--- config.mk ---
export PLATFORM = sky130hd
export DESIGN_NAME = tcp_congestion_window_control
export DESIGN_NICKNAME = d
export VERILOG_FILES = /design/src/rtl/core/tcwc_pkg.sv /design/src/rtl/core/tcwc_sequencer.sv /design/src/rtl/core/tcwc_datapath.sv /design/src/rtl/core/tcp_congestion_window_control.sv
export SDC_FILE = /design/constraint.sdc
export NUM_CORES = 2
export LEC_CHECK = 0
export ABC_AREA = 1
export CAP_MARGIN = 5
export CORE_MARGIN = 5
export CORE_UTILIZATION = 35
export DETAILED_ROUTE_END_ITERATION = 6
export DONT_BUFFER_PORTS = 1
export MAX_ROUTING_LAYER = met4
export PLACE_DENSITY_LB_ADDON = 0.15
export SLEW_MARGIN = 20
export SYNTH_ARGS = -nofsm -noshare
export SYNTH_HDL_FRONTEND = slang
export SYNTH_SLANG_ARGS = --single-unit
export TNS_END_PERCENT = 20
--- constraint.sdc ---
create_clock -name i_clk -period 8.3 [get_ports i_clk]
set_input_delay 0.415 -clock i_clk [delete_from_list [all_inputs] [get_ports i_clk]]
set_output_delay 0.415 -clock i_clk [all_outputs]
set_load 0.02 [all_outputs]
--- src/rtl/core/tcwc_pkg.sv ---
// Shared types, constants and the control store of the congestion window block.
// Used by tcwc_sequencer, tcwc_datapath and tcp_congestion_window_control.
package tcwc_pkg;

    localparam int PcW = 5;
    typedef logic [PcW-1:0] t_pc;

    // Event kinds carried in tuser.
    typedef logic [1:0] t_func;
    localparam t_func FUNC_EST     = 2'd0;
    localparam t_func FUNC_BURST   = 2'd1;
    localparam t_func FUNC_ACK     = 2'd2;
    localparam t_func FUNC_TIMEOUT = 2'd3;

    // Configuration register indexes.
    typedef logic [1:0] t_cfg_idx;
    localparam t_cfg_idx CFG_MAX_SEGMENT       = 2'd0;
    localparam t_cfg_idx CFG_INITIAL_WINDOW    = 2'd1;
    localparam t_cfg_idx CFG_INITIAL_THRESHOLD = 2'd2;

    localparam logic [15:0] RST_MAX_SEGMENT       = 16'd1400;
    localparam logic [31:0] RST_INITIAL_WINDOW    = 32'd1400;
    localparam logic [31:0] RST_INITIAL_THRESHOLD = 32'd65535;

    localparam logic [1:0] DUP_BEFORE_LIMIT = 2'd2;
    localparam logic [1:0] DUP_LIMIT        = 2'd3;

    // Datapath operations.
    typedef logic [3:0] t_op;
    localparam t_op OP_NOP     = 4'd0;
    localparam t_op OP_EST     = 4'd1;
    localparam t_op OP_BURST   = 4'd2;
    localparam t_op OP_CUT     = 4'd3;
    localparam t_op OP_CW_MSS  = 4'd4;
    localparam t_op OP_LASTWIN = 4'd5;
    localparam t_op OP_DUPINC  = 4'd6;
    localparam t_op OP_WIN     = 4'd7;
    localparam t_op OP_CW_TRI  = 4'd8;
    localparam t_op OP_NEWACK  = 4'd9;
    localparam t_op OP_DIVINIT = 4'd10;
    localparam t_op OP_DIVSTEP = 4'd11;
    localparam t_op OP_CA_GROW = 4'd12;
    localparam t_op OP_SS_GROW = 4'd13;
    localparam t_op OP_EMIT    = 4'd14;

    // Jump conditions.
    typedef logic [3:0] t_cond;
    localparam t_cond C_NONE      = 4'd0;
    localparam t_cond C_ALWAYS    = 4'd1;
    localparam t_cond C_NO_REQ    = 4'd2;
    localparam t_cond C_IS_EST    = 4'd3;
    localparam t_cond C_IS_BURST  = 4'd4;
    localparam t_cond C_IS_ACK    = 4'd5;
    localparam t_cond C_NOBURST   = 4'd6;
    localparam t_cond C_DUP       = 4'd7;
    localparam t_cond C_NEWACK    = 4'd8;
    localparam t_cond C_DUP2      = 4'd9;
    localparam t_cond C_SLOWSTART = 4'd10;
    localparam t_cond C_DIV_MORE  = 4'd11;
    localparam t_cond C_OUT_BUSY  = 4'd12;

    typedef struct packed {
        t_op   op;
        t_cond cond;
        t_pc   target;
    } t_uword;

    typedef struct packed {
        logic is_est;
        logic is_burst;
        logic is_ack;
        logic no_burst;
        logic dup;
        logic new_ack;
        logic dup2;
        logic slow_start;
        logic div_more;
    } t_flags;

    // Program labels.
    localparam t_pc PC_IDLE     = 5'd0;
    localparam t_pc PC_DISP_EST = 5'd1;
    localparam t_pc PC_DISP_BST = 5'd2;
    localparam t_pc PC_DISP_ACK = 5'd3;
    localparam t_pc PC_TO_CUT   = 5'd4;
    localparam t_pc PC_TO_CW    = 5'd5;
    localparam t_pc PC_EST      = 5'd6;
    localparam t_pc PC_BURST    = 5'd7;
    localparam t_pc PC_ACK      = 5'd8;
    localparam t_pc PC_ACK_DUP  = 5'd9;
    localparam t_pc PC_ACK_NEW  = 5'd10;
    localparam t_pc PC_LASTWIN  = 5'd11;
    localparam t_pc PC_DUPINC   = 5'd12;
    localparam t_pc PC_WIN      = 5'd13;
    localparam t_pc PC_TRI_CUT  = 5'd14;
    localparam t_pc PC_TRI_CW   = 5'd15;
    localparam t_pc PC_NEWACK   = 5'd16;
    localparam t_pc PC_DIVINIT  = 5'd17;
    localparam t_pc PC_DIVSTEP  = 5'd18;
    localparam t_pc PC_CA_GROW  = 5'd19;
    localparam t_pc PC_SS_GROW  = 5'd20;
    // The emit step sits at the top address so that falling through wraps to idle.
    localparam t_pc PC_EMIT     = 5'd31;

    function automatic t_uword ucode(input t_pc addr);
        t_uword w;
        case (addr)
            PC_IDLE:     w = '{OP_NOP,     C_NO_REQ,    PC_IDLE};
            PC_DISP_EST: w = '{OP_NOP,     C_IS_EST,    PC_EST};
            PC_DISP_BST: w = '{OP_NOP,     C_IS_BURST,  PC_BURST};
            PC_DISP_ACK: w = '{OP_NOP,     C_IS_ACK,    PC_ACK};
            PC_TO_CUT:   w = '{OP_CUT,     C_NONE,      PC_IDLE};
            PC_TO_CW:    w = '{OP_CW_MSS,  C_ALWAYS,    PC_EMIT};
            PC_EST:      w = '{OP_EST,     C_ALWAYS,    PC_EMIT};
            PC_BURST:    w = '{OP_BURST,   C_ALWAYS,    PC_EMIT};
            PC_ACK:      w = '{OP_NOP,     C_NOBURST,   PC_LASTWIN};
            PC_ACK_DUP:  w = '{OP_NOP,     C_DUP,       PC_DUPINC};
            PC_ACK_NEW:  w = '{OP_NOP,     C_NEWACK,    PC_NEWACK};
            PC_LASTWIN:  w = '{OP_LASTWIN, C_ALWAYS,    PC_EMIT};
            PC_DUPINC:   w = '{OP_DUPINC,  C_DUP2,      PC_TRI_CUT};
            PC_WIN:      w = '{OP_WIN,     C_ALWAYS,    PC_EMIT};
            PC_TRI_CUT:  w = '{OP_CUT,     C_NONE,      PC_IDLE};
            PC_TRI_CW:   w = '{OP_CW_TRI,  C_ALWAYS,    PC_EMIT};
            PC_NEWACK:   w = '{OP_NEWACK,  C_SLOWSTART, PC_SS_GROW};
            PC_DIVINIT:  w = '{OP_DIVINIT, C_NONE,      PC_IDLE};
            PC_DIVSTEP:  w = '{OP_DIVSTEP, C_DIV_MORE,  PC_DIVSTEP};
            PC_CA_GROW:  w = '{OP_CA_GROW, C_ALWAYS,    PC_EMIT};
            PC_SS_GROW:  w = '{OP_SS_GROW, C_ALWAYS,    PC_EMIT};
            PC_EMIT:     w = '{OP_EMIT,    C_OUT_BUSY,  PC_EMIT};
            default:     w = '{OP_NOP,     C_ALWAYS,    PC_IDLE};
        endcase
        return w;
    endfunction

endpackage

--- src/rtl/core/tcwc_sequencer.sv ---
// Step counter and control store of the congestion window block.
// Depends on tcwc_pkg for the program, operation and condition codes.
module tcwc_sequencer (
    input  logic             i_clk,
    input  logic             i_rst_n,
    input  logic             i_start,
    input  logic             i_out_busy,
    input  tcwc_pkg::t_flags i_flags,
    output tcwc_pkg::t_op    o_op,
    output logic             o_idle
);

    tcwc_pkg::t_pc    r_pc;
    tcwc_pkg::t_pc    n_pc;
    tcwc_pkg::t_uword w_uw;
    logic             w_take;

    assign w_uw   = tcwc_pkg::ucode(r_pc);
    assign o_op   = w_uw.op;
    assign o_idle = (r_pc == tcwc_pkg::PC_IDLE);

    always_comb begin
        case (w_uw.cond)
            tcwc_pkg::C_NONE:      w_take = 1'b0;
            tcwc_pkg::C_ALWAYS:    w_take = 1'b1;
            tcwc_pkg::C_NO_REQ:    w_take = !i_start;
            tcwc_pkg::C_IS_EST:    w_take = i_flags.is_est;
            tcwc_pkg::C_IS_BURST:  w_take = i_flags.is_burst;
            tcwc_pkg::C_IS_ACK:    w_take = i_flags.is_ack;
            tcwc_pkg::C_NOBURST:   w_take = i_flags.no_burst;
            tcwc_pkg::C_DUP:       w_take = i_flags.dup;
            tcwc_pkg::C_NEWACK:    w_take = i_flags.new_ack;
            tcwc_pkg::C_DUP2:      w_take = i_flags.dup2;
            tcwc_pkg::C_SLOWSTART: w_take = i_flags.slow_start;
            tcwc_pkg::C_DIV_MORE:  w_take = i_flags.div_more;
            tcwc_pkg::C_OUT_BUSY:  w_take = i_out_busy;
            default:               w_take = 1'b1;
        endcase
        n_pc = w_take ? w_uw.target : r_pc + 1'b1;
    end

    always_ff @(posedge i_clk) begin
        if (!i_rst_n) begin
            r_pc <= tcwc_pkg::PC_IDLE;
        end else begin
            r_pc <= n_pc;
        end
    end

endmodule

--- src/rtl/core/tcwc_datapath.sv ---
// Congestion state registers, sequence compares and the one-bit-per-step divider.
// Depends on tcwc_pkg; driven one operation per cycle by tcwc_sequencer.
module tcwc_datapath (
    input  logic             i_clk,
    input  logic             i_rst_n,
    input  logic             i_load,
    input  logic [1:0]       i_func,
    input  logic [31:0]      i_first_seq,
    input  logic [15:0]      i_burst_len,
    input  logic [31:0]      i_ack_num,
    input  logic [15:0]      i_peer_win,
    input  tcwc_pkg::t_op    i_op,
    input  logic [15:0]      i_max_segment,
    input  logic [31:0]      i_initial_window,
    input  logic [31:0]      i_initial_threshold,
    output tcwc_pkg::t_flags o_flags,
    output logic [31:0]      o_cong_window,
    output logic [31:0]      o_slow_threshold,
    output logic [15:0]      o_send_allowance,
    output logic [31:0]      o_resume_seq,
    output logic             o_burst_done,
    output logic             o_retransmit
);

    logic [1:0]  r_func;
    logic [31:0] r_first_seq;
    logic [15:0] r_burst_len;
    logic [31:0] r_ack;
    logic [15:0] r_peer_win;

    logic [31:0] r_cwnd, n_cwnd;
    logic [31:0] r_ss, n_ss;
    logic [15:0] r_pw, n_pw;
    logic [31:0] r_acked, n_acked;
    logic [31:0] r_last, n_last;
    logic [31:0] r_end, n_end;
    logic [1:0]  r_dup, n_dup;
    logic        r_retx, n_retx;
    logic [31:0] r_q, n_q;
    logic [32:0] r_rem, n_rem;
    logic [31:0] r_div, n_div;
    logic [4:0]  r_cnt, n_cnt;

    logic [31:0] w_mss;
    logic [31:0] w_half;
    logic [31:0] w_cut;
    logic [32:0] w_ss_inc;
    logic [31:0] w_ss_sat;
    logic [31:0] w_grow_step;
    logic [32:0] w_sum;
    logic [31:0] w_grow;
    logic [31:0] w_d_acked;
    logic [31:0] w_d_end;
    logic        w_new_ack;
    logic        w_after_end;
    logic [31:0] w_sq;
    logic [32:0] w_rem_sh;
    logic        w_fits;

    assign w_mss       = {16'd0, i_max_segment};
    assign w_half      = {1'b0, r_cwnd[31:1]};
    assign w_cut       = (w_half < w_mss) ? w_mss : w_half;
    assign w_ss_inc    = {1'b0, r_ss} + 33'd1;
    assign w_ss_sat    = w_ss_inc[32] ? 32'hFFFF_FFFF : w_ss_inc[31:0];
    assign w_grow_step = (i_op == tcwc_pkg::OP_SS_GROW) ? w_mss : r_q;
    assign w_sum       = {1'b0, r_cwnd} + {1'b0, w_grow_step};
    assign w_grow      = w_sum[32] ? 32'hFFFF_FFFF : w_sum[31:0];
    assign w_d_acked   = r_ack - r_acked;
    assign w_d_end     = r_ack - r_end;
    assign w_new_ack   = (w_d_acked != 32'd0) && !w_d_acked[31];
    assign w_after_end = (w_d_end != 32'd0) && !w_d_end[31];
    assign w_sq        = w_mss * w_mss;
    assign w_rem_sh    = {r_rem[31:0], r_q[31]};
    assign w_fits      = (w_rem_sh >= {1'b0, r_div});

    always_comb begin
        n_cwnd  = r_cwnd;
        n_ss    = r_ss;
        n_pw    = r_pw;
        n_acked = r_acked;
        n_last  = r_last;
        n_end   = r_end;
        n_dup   = r_dup;
        n_retx  = r_retx;
        n_q     = r_q;
        n_rem   = r_rem;
        n_div   = r_div;
        n_cnt   = r_cnt;
        if (i_load) begin
            n_retx = 1'b0;
        end
        case (i_op)
            tcwc_pkg::OP_EST: begin
                n_cwnd = i_initial_window;
                n_ss   = i_initial_threshold;
                n_pw   = r_peer_win;
                n_dup  = 2'd0;
            end
            tcwc_pkg::OP_BURST: begin
                n_acked = r_first_seq;
                n_last  = r_first_seq;
                n_end   = r_first_seq + {16'd0, r_burst_len};
                n_dup   = 2'd0;
            end
            tcwc_pkg::OP_CUT: begin
                n_ss   = w_cut;
                n_retx = 1'b1;
            end
            tcwc_pkg::OP_CW_MSS: begin
                n_cwnd = w_mss;
                n_dup  = 2'd0;
            end
            tcwc_pkg::OP_LASTWIN: begin
                n_last = r_ack;
                n_pw   = r_peer_win;
            end
            tcwc_pkg::OP_DUPINC: begin
                n_dup = r_dup + 2'd1;
            end
            tcwc_pkg::OP_WIN: begin
                n_pw = r_peer_win;
            end
            tcwc_pkg::OP_CW_TRI: begin
                n_cwnd = (w_ss_sat < w_mss) ? w_mss : w_ss_sat;
                n_dup  = 2'd0;
            end
            tcwc_pkg::OP_NEWACK: begin
                n_dup   = 2'd0;
                n_last  = r_ack;
                n_acked = w_after_end ? r_end : r_ack;
                n_pw    = r_peer_win;
            end
            tcwc_pkg::OP_DIVINIT: begin
                n_q   = w_sq;
                n_rem = 33'd0;
                n_div = (r_cwnd == 32'd0) ? 32'd1 : r_cwnd;
                n_cnt = '1;
            end
            tcwc_pkg::OP_DIVSTEP: begin
                n_q   = {r_q[30:0], w_fits};
                n_rem = w_fits ? (w_rem_sh - {1'b0, r_div}) : w_rem_sh;
                n_cnt = r_cnt - 5'd1;
            end
            tcwc_pkg::OP_CA_GROW,
            tcwc_pkg::OP_SS_GROW: begin
                n_cwnd = w_grow;
            end
            default: begin
            end
        endcase
    end

    always_ff @(posedge i_clk) begin
        if (i_load) begin
            r_func      <= i_func;
            r_first_seq <= i_first_seq;
            r_burst_len <= i_burst_len;
            r_ack       <= i_ack_num;
            r_peer_win  <= i_peer_win;
        end
        r_q   <= n_q;
        r_rem <= n_rem;
        r_div <= n_div;
        r_cnt <= n_cnt;
    end

    always_ff @(posedge i_clk) begin
        if (!i_rst_n) begin
            r_cwnd  <= tcwc_pkg::RST_INITIAL_WINDOW;
            r_ss    <= tcwc_pkg::RST_INITIAL_THRESHOLD;
            r_pw    <= 16'd0;
            r_acked <= 32'd0;
            r_last  <= 32'd0;
            r_end   <= 32'd0;
            r_dup   <= 2'd0;
            r_retx  <= 1'b0;
        end else begin
            r_cwnd  <= n_cwnd;
            r_ss    <= n_ss;
            r_pw    <= n_pw;
            r_acked <= n_acked;
            r_last  <= n_last;
            r_end   <= n_end;
            r_dup   <= n_dup;
            r_retx  <= n_retx;
        end
    end

    assign o_flags.is_est     = (r_func == tcwc_pkg::FUNC_EST);
    assign o_flags.is_burst   = (r_func == tcwc_pkg::FUNC_BURST);
    assign o_flags.is_ack     = (r_func == tcwc_pkg::FUNC_ACK);
    assign o_flags.no_burst   = (r_acked == r_end);
    assign o_flags.dup        = (r_ack == r_last);
    assign o_flags.new_ack    = w_new_ack;
    assign o_flags.dup2       = (r_dup == tcwc_pkg::DUP_BEFORE_LIMIT);
    assign o_flags.slow_start = (r_cwnd < r_ss);
    assign o_flags.div_more   = (r_cnt != 5'd0);

    assign o_cong_window    = r_cwnd;
    assign o_slow_threshold = r_ss;
    assign o_send_allowance = ({16'd0, r_pw} < r_cwnd) ? r_pw : r_cwnd[15:0];
    assign o_resume_seq     = r_acked;
    assign o_burst_done     = (r_acked == r_end);
    assign o_retransmit     = r_retx;

    // The duplicate count never rests at the limit once a result is being sent.
    a_dup_cleared: assert property (@(posedge i_clk) disable iff (!i_rst_n)
        (i_op == tcwc_pkg::OP_EMIT) |-> (r_dup != tcwc_pkg::DUP_LIMIT))
        else $error("duplicate ack count left at limit");

    // A divide always ends with the growth step.
    a_div_end: assert property (@(posedge i_clk) disable iff (!i_rst_n)
        ((i_op == tcwc_pkg::OP_DIVSTEP) && (r_cnt == 5'd0))
            |=> (i_op == tcwc_pkg::OP_CA_GROW))
        else $error("divider did not hand over to window growth");

endmodule

--- src/rtl/core/tcp_congestion_window_control.sv ---
// Top level of the sender-side congestion window and ack tracker.
// Depends on tcwc_pkg, tcwc_sequencer and tcwc_datapath.
//
// Usage:
//   Requests enter on the slave stream: tuser holds the event kind (established,
//   burst start, ack received, ack timeout) and tdata the sequence, length, ack
//   and window fields. Every request yields exactly one result on the master
//   stream with the window, threshold, send allowance, resume point and flags.
//   Configuration registers are written through the plain write port; the user must
//   write them only while the block is idle, which the block itself does not enforce.
//   A request runs through the dispatch steps, the update steps for its kind and the
//   emit step; an ack in congestion avoidance also runs through the 32 one-bit steps
//   of the divider. The sequencer takes one request at a time and is ready again
//   once the result is loaded into the output register.
//   A result waiting in the output register does not block the next request; if
//   the receiver stalls, the second result is held at the final step until the
//   output register frees.
//   Reset loads the default configuration, the initial window and threshold and
//   clears all sequence state; the block is ready as soon as reset is released.
module tcp_congestion_window_control (
    input  logic          i_clk,
    input  logic          i_rst_n,
    input  logic          i_s_axis_tvalid,
    output logic          o_s_axis_tready,
    // first_seq[31:0], burst_len[47:32], ack_num[79:48], peer_win[95:80]
    input  logic [95:0]   i_s_axis_tdata,
    // func[1:0]
    input  logic [1:0]    i_s_axis_tuser,
    output logic          o_m_axis_tvalid,
    input  logic          i_m_axis_tready,
    // cong_window[31:0], slow_threshold[63:32], send_allowance[79:64],
    // resume_seq[111:80], burst_done[112], retransmit[113], zero[119:114]
    output logic [119:0]  o_m_axis_tdata,
    input  logic          i_cfg_wr_en,
    input  logic [1:0]    i_cfg_addr,
    input  logic [31:0]   i_cfg_wdata
);

    logic [15:0]      r_max_segment;
    logic [31:0]      r_initial_window;
    logic [31:0]      r_initial_threshold;
    logic             r_m_valid;
    logic [119:0]     r_m_data;

    logic             w_accept;
    logic             w_idle;
    logic             w_out_busy;
    logic             w_out_load;
    tcwc_pkg::t_op    w_op;
    tcwc_pkg::t_flags w_flags;
    logic [31:0]      w_cwnd;
    logic [31:0]      w_ss;
    logic [15:0]      w_allow;
    logic [31:0]      w_resume;
    logic             w_done;
    logic             w_retx;

    assign o_s_axis_tready = w_idle;
    assign w_accept        = i_s_axis_tvalid && w_idle;
    assign w_out_busy      = r_m_valid && !i_m_axis_tready;
    assign w_out_load      = (w_op == tcwc_pkg::OP_EMIT) && !w_out_busy;

    tcwc_sequencer u_seq (
        .i_clk      (i_clk),
        .i_rst_n    (i_rst_n),
        .i_start    (w_accept),
        .i_out_busy (w_out_busy),
        .i_flags    (w_flags),
        .o_op       (w_op),
        .o_idle     (w_idle)
    );

    tcwc_datapath u_dp (
        .i_clk               (i_clk),
        .i_rst_n             (i_rst_n),
        .i_load              (w_accept),
        .i_func              (i_s_axis_tuser),
        .i_first_seq         (i_s_axis_tdata[31:0]),
        .i_burst_len         (i_s_axis_tdata[47:32]),
        .i_ack_num           (i_s_axis_tdata[79:48]),
        .i_peer_win          (i_s_axis_tdata[95:80]),
        .i_op                (w_op),
        .i_max_segment       (r_max_segment),
        .i_initial_window    (r_initial_window),
        .i_initial_threshold (r_initial_threshold),
        .o_flags             (w_flags),
        .o_cong_window       (w_cwnd),
        .o_slow_threshold    (w_ss),
        .o_send_allowance    (w_allow),
        .o_resume_seq        (w_resume),
        .o_burst_done        (w_done),
        .o_retransmit        (w_retx)
    );

    always_ff @(posedge i_clk) begin
        if (!i_rst_n) begin
            r_max_segment       <= tcwc_pkg::RST_MAX_SEGMENT;
            r_initial_window    <= tcwc_pkg::RST_INITIAL_WINDOW;
            r_initial_threshold <= tcwc_pkg::RST_INITIAL_THRESHOLD;
        end else if (i_cfg_wr_en) begin
            case (i_cfg_addr)
                tcwc_pkg::CFG_MAX_SEGMENT:       r_max_segment       <= i_cfg_wdata[15:0];
                tcwc_pkg::CFG_INITIAL_WINDOW:    r_initial_window    <= i_cfg_wdata;
                tcwc_pkg::CFG_INITIAL_THRESHOLD: r_initial_threshold <= i_cfg_wdata;
                default: begin
                end
            endcase
        end
    end

    always_ff @(posedge i_clk) begin
        if (!i_rst_n) begin
            r_m_valid <= 1'b0;
        end else if (w_out_load) begin
            r_m_valid <= 1'b1;
        end else if (i_m_axis_tready) begin
            r_m_valid <= 1'b0;
        end
    end

    always_ff @(posedge i_clk) begin
        if (w_out_load) begin
            r_m_data <= {6'd0, w_retx, w_done, w_resume, w_allow, w_ss, w_cwnd};
        end
    end

    assign o_m_axis_tvalid = r_m_valid;
    assign o_m_axis_tdata  = r_m_data;

    a_busy_after_accept: assert property (@(posedge i_clk) disable iff (!i_rst_n)
        w_accept |=> !o_s_axis_tready)
        else $error("sequencer stayed idle after a request");

    a_result_from_emit: assert property (@(posedge i_clk) disable iff (!i_rst_n)
        $rose(o_m_axis_tvalid) |-> $past(w_op == tcwc_pkg::OP_EMIT))
        else $error("result appeared outside the emit step");

endmodule

## Word-level counts from Yosys, hierarchy flattened

Memories as Yosys holds them, arrays and structs flattened. A register that Yosys moved wholly into a read port is not among the register bits.
Cells that the tools add are included.

| word-level totals | value |
|---|---|
| memory bits (writable) | 0 |
| input port bits | 137 |
| memories | 1 |
| flip-flop bits (word level) | 578 |
| bits in latches | 0 |
| output and inout port bits | 122 |
| ROM bits | 416 |

| cells by class | value |
|---|---|
| order comparisons | 5 |
| $mul | 1 |
| bitwise logic cells | 0 |
| reductions and logical operators | 33 |
| divide/modulo/power cells | 0 |
| add/subtract/negate cells | 9 |
| muxes and demuxes | 23 |
| shift operators | 0 |
| eq/ne operators | 32 |

Memories:

| name | words | width | read ports | clocked after Yosys merged registers in | write ports | RTL line | RTL |
|---|---|---|---|---|---|---|---|
| (name not given) | 32 | 13 | 1 | 1 | 0 | tcwc_pkg.sv:107 | `case (addr)` |

Operators by type and width:

| operator | count |
|---|---|
| $pmux W32 S2 | 5 |
| $mux W32 | 6 |
| $pmux W32 S4 | 1 |
| $sub A32 B32 Y32 | 3 |
| $eq A32 B32 Y1 | 2 |
| $reduce_bool A32 Y1 | 2 |
| $eq A4 B4 Y1 const B | 12 |
| $add A32 B1 Y33 const B | 1 |
| $add A32 B32 Y33 | 1 |
| $ge A33 B32 Y1 | 1 |
| $add A32 B16 Y32 | 1 |
| $eq A4 B3 Y1 const B | 8 |
| $logic_not A32 Y1 | 1 |
| $lt A16 B32 Y1 | 1 |
| $lt A32 B16 Y1 | 1 |
| $lt A32 B32 Y1 | 1 |
| $mul A16 B16 Y32 | 1 |
| $lt A31 B16 Y1 | 1 |
| $mux W31 | 1 |
| $eq A4 B2 Y1 const B | 4 |
| $mux W16 | 1 |
| $reduce_bool A2 Y1 | 7 |
| $pmux W1 S12 | 1 |
| $mux W5 | 2 |
| other kinds (20) | 38 |

## Depth between registers and ports, before layout

| logic depth | value |
|---|---|
| word-level depth | 6 |
| gate-level depth with buffers | 30 |

## Hierarchy

Synthesis repeated with hierarchy kept, for this count alone.

| unflattened totals | value |
|---|---|
| cells, all modules | 5779 |
| area total of the unflattened synthesis | 44056.0 sq um |

Modules (own cells, without submodules):

| module | sequential area each (sq um) | area each (sq um) | instances | cells each |
|---|---|---|---|---|
| tcwc_datapath | 9559.2 | 35910.7 | 1 | 4969 |
| tcp_congestion_window_control | 5044.8 | 6710.2 | 1 | 594 |
| tcwc_sequencer | 360.3 | 1435.1 | 1 | 216 |

## Worst setup path after synthesis

OpenSTA, ideal clock, no wires.

| timing path | value |
|---|---|
| kind | register -> register |
| from | reg, netlist name u_seq.w_uw[10] |
| to | reg r_m_data[0] (netlist: o_m_axis_tdata[0]) (enable) |
| path slack | -856 ps |
| path buffers | 0 |
| clock period less this slack | 9156 ps |
| library setup time | 729 ps |
| arrival time | 8427 ps |
| cell stages (with the launch flop) | 5 |
| path through | dfxtp_1 inv_1 nor2_1 inv_1 nor3_1 |

| between the ends | value |
|---|---|
| longest elaborated chain between the ends | 2 |

RTL lines:

| item | RTL line | RTL |
|---|---|---|
| $eq A4 B4 Y1 | tcp_congestion_window_control.sv:61 | `assign w_out_load = (w_op == tcwc_pkg::OP_EMIT) && !w_out_busy;` |
| $logic_and A1 B1 Y1 | tcp_congestion_window_control.sv:61 |  |
| named net w_out_load | tcp_congestion_window_control.sv:48 | `logic w_out_load;` |
| end signal: assignment | tcp_congestion_window_control.sv:123 | `r_m_data <= {6'd0, w_retx, w_done, w_resume, w_allow, w_ss, w_cwnd};` |
| end: declaration | tcp_congestion_window_control.sv:43 | `logic [119:0] r_m_data;` |

The timed path passes the listed nets, and every way through them passes these cells.
A chain may end at the register's enable or synchronous reset.

## Final worst setup path

| timing path | value |
|---|---|
| from | reg r_max_segment[9] |
| to | reg u_dp.r_q[28], data pin |

| between the ends | value |
|---|---|
| longest elaborated chain between the ends | 2 |

RTL lines:

| item | RTL line | RTL |
|---|---|---|
| start: declaration | tcp_congestion_window_control.sv:39 | `logic [15:0] r_max_segment;` |
| start signal: assignment | tcp_congestion_window_control.sv:97 | `r_max_segment <= tcwc_pkg::RST_MAX_SEGMENT;` |
| start signal: assignment | tcp_congestion_window_control.sv:102 | `tcwc_pkg::CFG_MAX_SEGMENT: r_max_segment <= i_cfg_wdata[15:0];` |
| $mul A16 B16 Y32 | tcwc_datapath.sv:72 | `assign w_sq = w_mss * w_mss;` |
| $pmux W32 S2 | tcwc_datapath.sv:92 | `case (i_op)` |
| named net u_dp.n_q[28] | tcwc_datapath.sv:39 | `logic [31:0] r_q, n_q;` |
| end signal: assignment | tcwc_datapath.sv:161 | `r_q <= n_q;` |
| end: declaration | tcwc_datapath.sv:39 |  |

The timed path passes the listed nets, and every way through them passes these cells.

==> impl_metrics.yaml <==
finish:
  stdcell_count: 7226
  final_common_cell: "nand2_1"
  fin_nets: 6163
  mostFrequentLayoutCells: "1127 x nand2_1, 886 x inv_1, 407 x nor2_1"
  largest_reg_flops: 114
  final_area_sq_um: 48400
  drive_above_1_share_pct: 4.91
  area_growth_pct: 13.0
synth:
  yosys_most_used_dff: "edfxtp_1"
  synth_edf_count: 313
  synth_cell_types: 58
  netlist_area_sq_um: 42900
  synthArstFlopShare_pct: 0
  ys_warn_count: 0
  yosysSeqAreaShare_pct: 34.9
  synth-seq-cells: 591
  avgSynthCellArea_sq_um: 7.83
  syn_inst: 5473
routing:
  initialDrtViolationCount: 2985
  post_drt_wl_per_cell_um: 21.6
  first_pass_iters: 5
  antenna_left: 0
  drt_wl_total_um: 156000
  drcViolationCount: 0
  routed-via-count: 37181
  via_per_inst: 5.15
critical_path:
  rr_worst_depth: 22
  cp.required_ns: 8.74
  worstPathCellList: "nand2_1 -> fa_1 -> fa_1 -> inv_1 -> fa_1 -> fa_1 -> fa_1 -> inv_1 -> fa_1 -> inv_1 -> ha_1 -> a21oi_1 -> o21ai_0 -> a21oi_1 -> o21ai_1 -> a21boi_0 -> o21ai_1 -> a21boi_0 -> o21ai_0 -> or2_1 -> nand3_1 -> nand2_1"
  critPathMaxFanout: 19
  critPathLaunchType: "flip-flop"
  r2r_setup_slack_ns: 1.40
  r2r-end: "u_dp.r_q[28]"
  worstPathArrival_ns: 7.34
  max_stage_delay_ns: 0.93
  path_class: "reg2reg"
  cpMaxStageDelayCell: "dfxtp_1"
  critPathCaptureType: "flip-flop"
  crit_path_frequent_cell: "fa_1"
  crit-reg2reg-launch: "r_max_segment[9]"
placed_design:
  post-place-ws_ns: 1.42
  gp_congestion: 0.936
  placed_cell_area_sq_um: 44500
  dp_cells: 6941
  dp_hpwl_um: 119000
  port_buffers: 0
clock_network:
  cts_resized: 0
  cts-buffers-inserted: 71
  clk_pin_slew_ns: 0.07
  clk-insertion-delay-late_ns: 0.68
  cts-htree-levels: 3
  clockBufferDepth: 3
  cts_tree: "done"
  cts.sinks: 591
  clockRootBuffer: "clkbuf_16"
worst_hold_path:
  hold_class: "in2reg"
  holdPathStages: 2
  hold_path.startpoint: "i_cfg_wdata[7]"
  hold_end: "r_max_segment[7]"
global_routing:
  grt_pass1_vias: 37052
  grt_first_pass_wirelength_um: 233000
  track_usage_pct: 24.2
  grt_max_degree: 100
  grt_overflow_total: 0
  antenna_found_initial: 16
timing:
  post-route-worst-setup-slack_ns: 1.40
  tightest_slew_ns: 1.06
  maxSlewViolCount: 0
  max_freq_mhz: 145
  fin_crit_sh_pct: 83.2
  setup_viol: 0
  rsz0062_at_grt: "false"
  hold_violations: 0
  max_slew_margin_pct: 29.5
  finalSetupTns_ns: 0
  finClkSkew_ns: 0.0283
  period_minus_slack_ns: 6.90
floorplanning:
  die_h_um: 360
  core-area_sq_um: 122000
  die-area_sq_um: 130000
  initial_core_util_pct: 35.2
  die_w_um: 360
  fp-row-count: 128
  ios: 259
power:
  ir_drop_uv: 284
  p_per_area_nw_per_um2: 343
  p_total_mw: 16.6
  leakagePower_nw: 22.0
run:
  cap_violations: 0
outcome:
  status: "finished clean"
what timing repair did:
item | in CTS | in global routing
endpoints found under the hold margin | 194 | 0
endpoints found under the setup margin | 0 | 0
setup buffers | 0 | 0
hold buffers | 137 | 0
per-stage QoR:
step / utilization [%] / hold WS, ns
after global routing: 39.8 / 0.0735
final: 39.8 / 0.110
after floorplan: - / 0.409
after detailed placement: 36.6 / 0.427
after global placement: 36.6 / 0.418
after CTS: 39.8 / 0.0432
cells in the mapped netlist (all sizes together) (2+ instances only):
library cell | number | share of area, %
a211oi | 20 | 0.35
a21boi | 24 | 0.42
a21o | 12 | 0.21
a21oi | 406 | 4.8
a221oi | 29 | 0.59
a311oi | 2 | 0.041
a31oi | 56 | 0.82
and2 | 4 | 0.058
buf | 42 | 0.51
clkbuf | 170 | 1.5
clkinv | 5 | 0.044
dfxtp | 278 | 13
edfxtp | 313 | 22
fa | 169 | 7.9
ha | 331 | 9.7
inv | 899 | 7.9
nand2 | 1141 | 10
nand3 | 261 | 3.1
nand3b | 12 | 0.21
nand4 | 56 | 0.82
nor2 | 423 | 3.8
nor3 | 63 | 0.82
nor4 | 30 | 0.54
nor4b | 3 | 0.061
o2111ai | 2 | 0.041
o211ai | 30 | 0.53
o21a | 11 | 0.19
o21ai | 403 | 4.7
o21bai | 15 | 0.26
o221a | 5 | 0.13
o221ai | 6 | 0.12
o22ai | 3 | 0.044
o311ai | 2 | 0.041
or2 | 34 | 0.50
xnor2 | 98 | 2.0
xor2 | 111 | 2.3
layout make-up:
cell class | instances | area (sq um)
Antenna cell | 16 | 40.0
Clock buffer | 99 | 2020
Clock inverter | 33 | 399
Fill cell | 12601 | 73300
Inverter | 904 | 3400
Multi-Input combinational cell | 3771 | 23800
Sequential cell | 591 | 15000
Tap cell | 1625 | 2030
Timing Repair Buffer | 187 | 1800
routing by layer:
metal	global-route usage (%)	vias up	share of wire, %
li1	-	18023	-
met1	29.5	17835	42
met2	40.7	1083	48
met3	3.99	240	5.6
met4	8.70	0	4.2
met5	-	-	0
power breakdown:
group	total, mW	switching (mW)	internal, mW
combinational	8.84	5.77	3.07
sequential	4.47	0.714	3.76
clock	3.29	1.35	1.94
total	16.6	7.84	8.76
cells by family after synthesis:
logic type / count (synthesis) / synth area share (%)
AND/OR/NAND/NOR: 2027 / 20.0
buffers and inverters: 1116 / 9.92
AO/OA/AOI/OAI: 1029 / 13.4
flip-flops: 591 / 34.9
adder cells (fa/ha/maj): 500 / 17.6
XOR/XNOR: 209 / 4.27
other: 1 / 0.00875
worst max path at each step:
| stage | start | to | slack (ns) | depth (start not counted) |
|---|---|---|---|---|
| 6_report | r_max_segment[9] | u_dp.r_q[28] | 1.40 | 22 |
| 2_1_floorplan | r_max_segment[4] | u_dp.r_q[28] | 2.02 | 24 |
| 4_1_cts | r_max_segment[1] | u_dp.r_q[28] | 1.44 | 25 |
| 3_5_place_dp | r_max_segment[1] | u_dp.r_q[28] | 1.42 | 25 |
| 5_1_grt | r_max_segment[1] | u_dp.r_q[28] | 0.74 | 25 |
| 3_3_place_gp | r_max_segment[1] | u_dp.r_q[28] | 1.48 | 25 |
critical path: cells and delay by family, from the launching register on:
kind	cells	cell delay [ns]
buffers and inverters	3	0.15
and+or+nand+nor	4	0.51
DFF	1	0.93
AOI/OAI and AO/OA	8	1.57
adders and majority gates	7	3.50
Note: power is estimated with default switching activity, not from simulation.
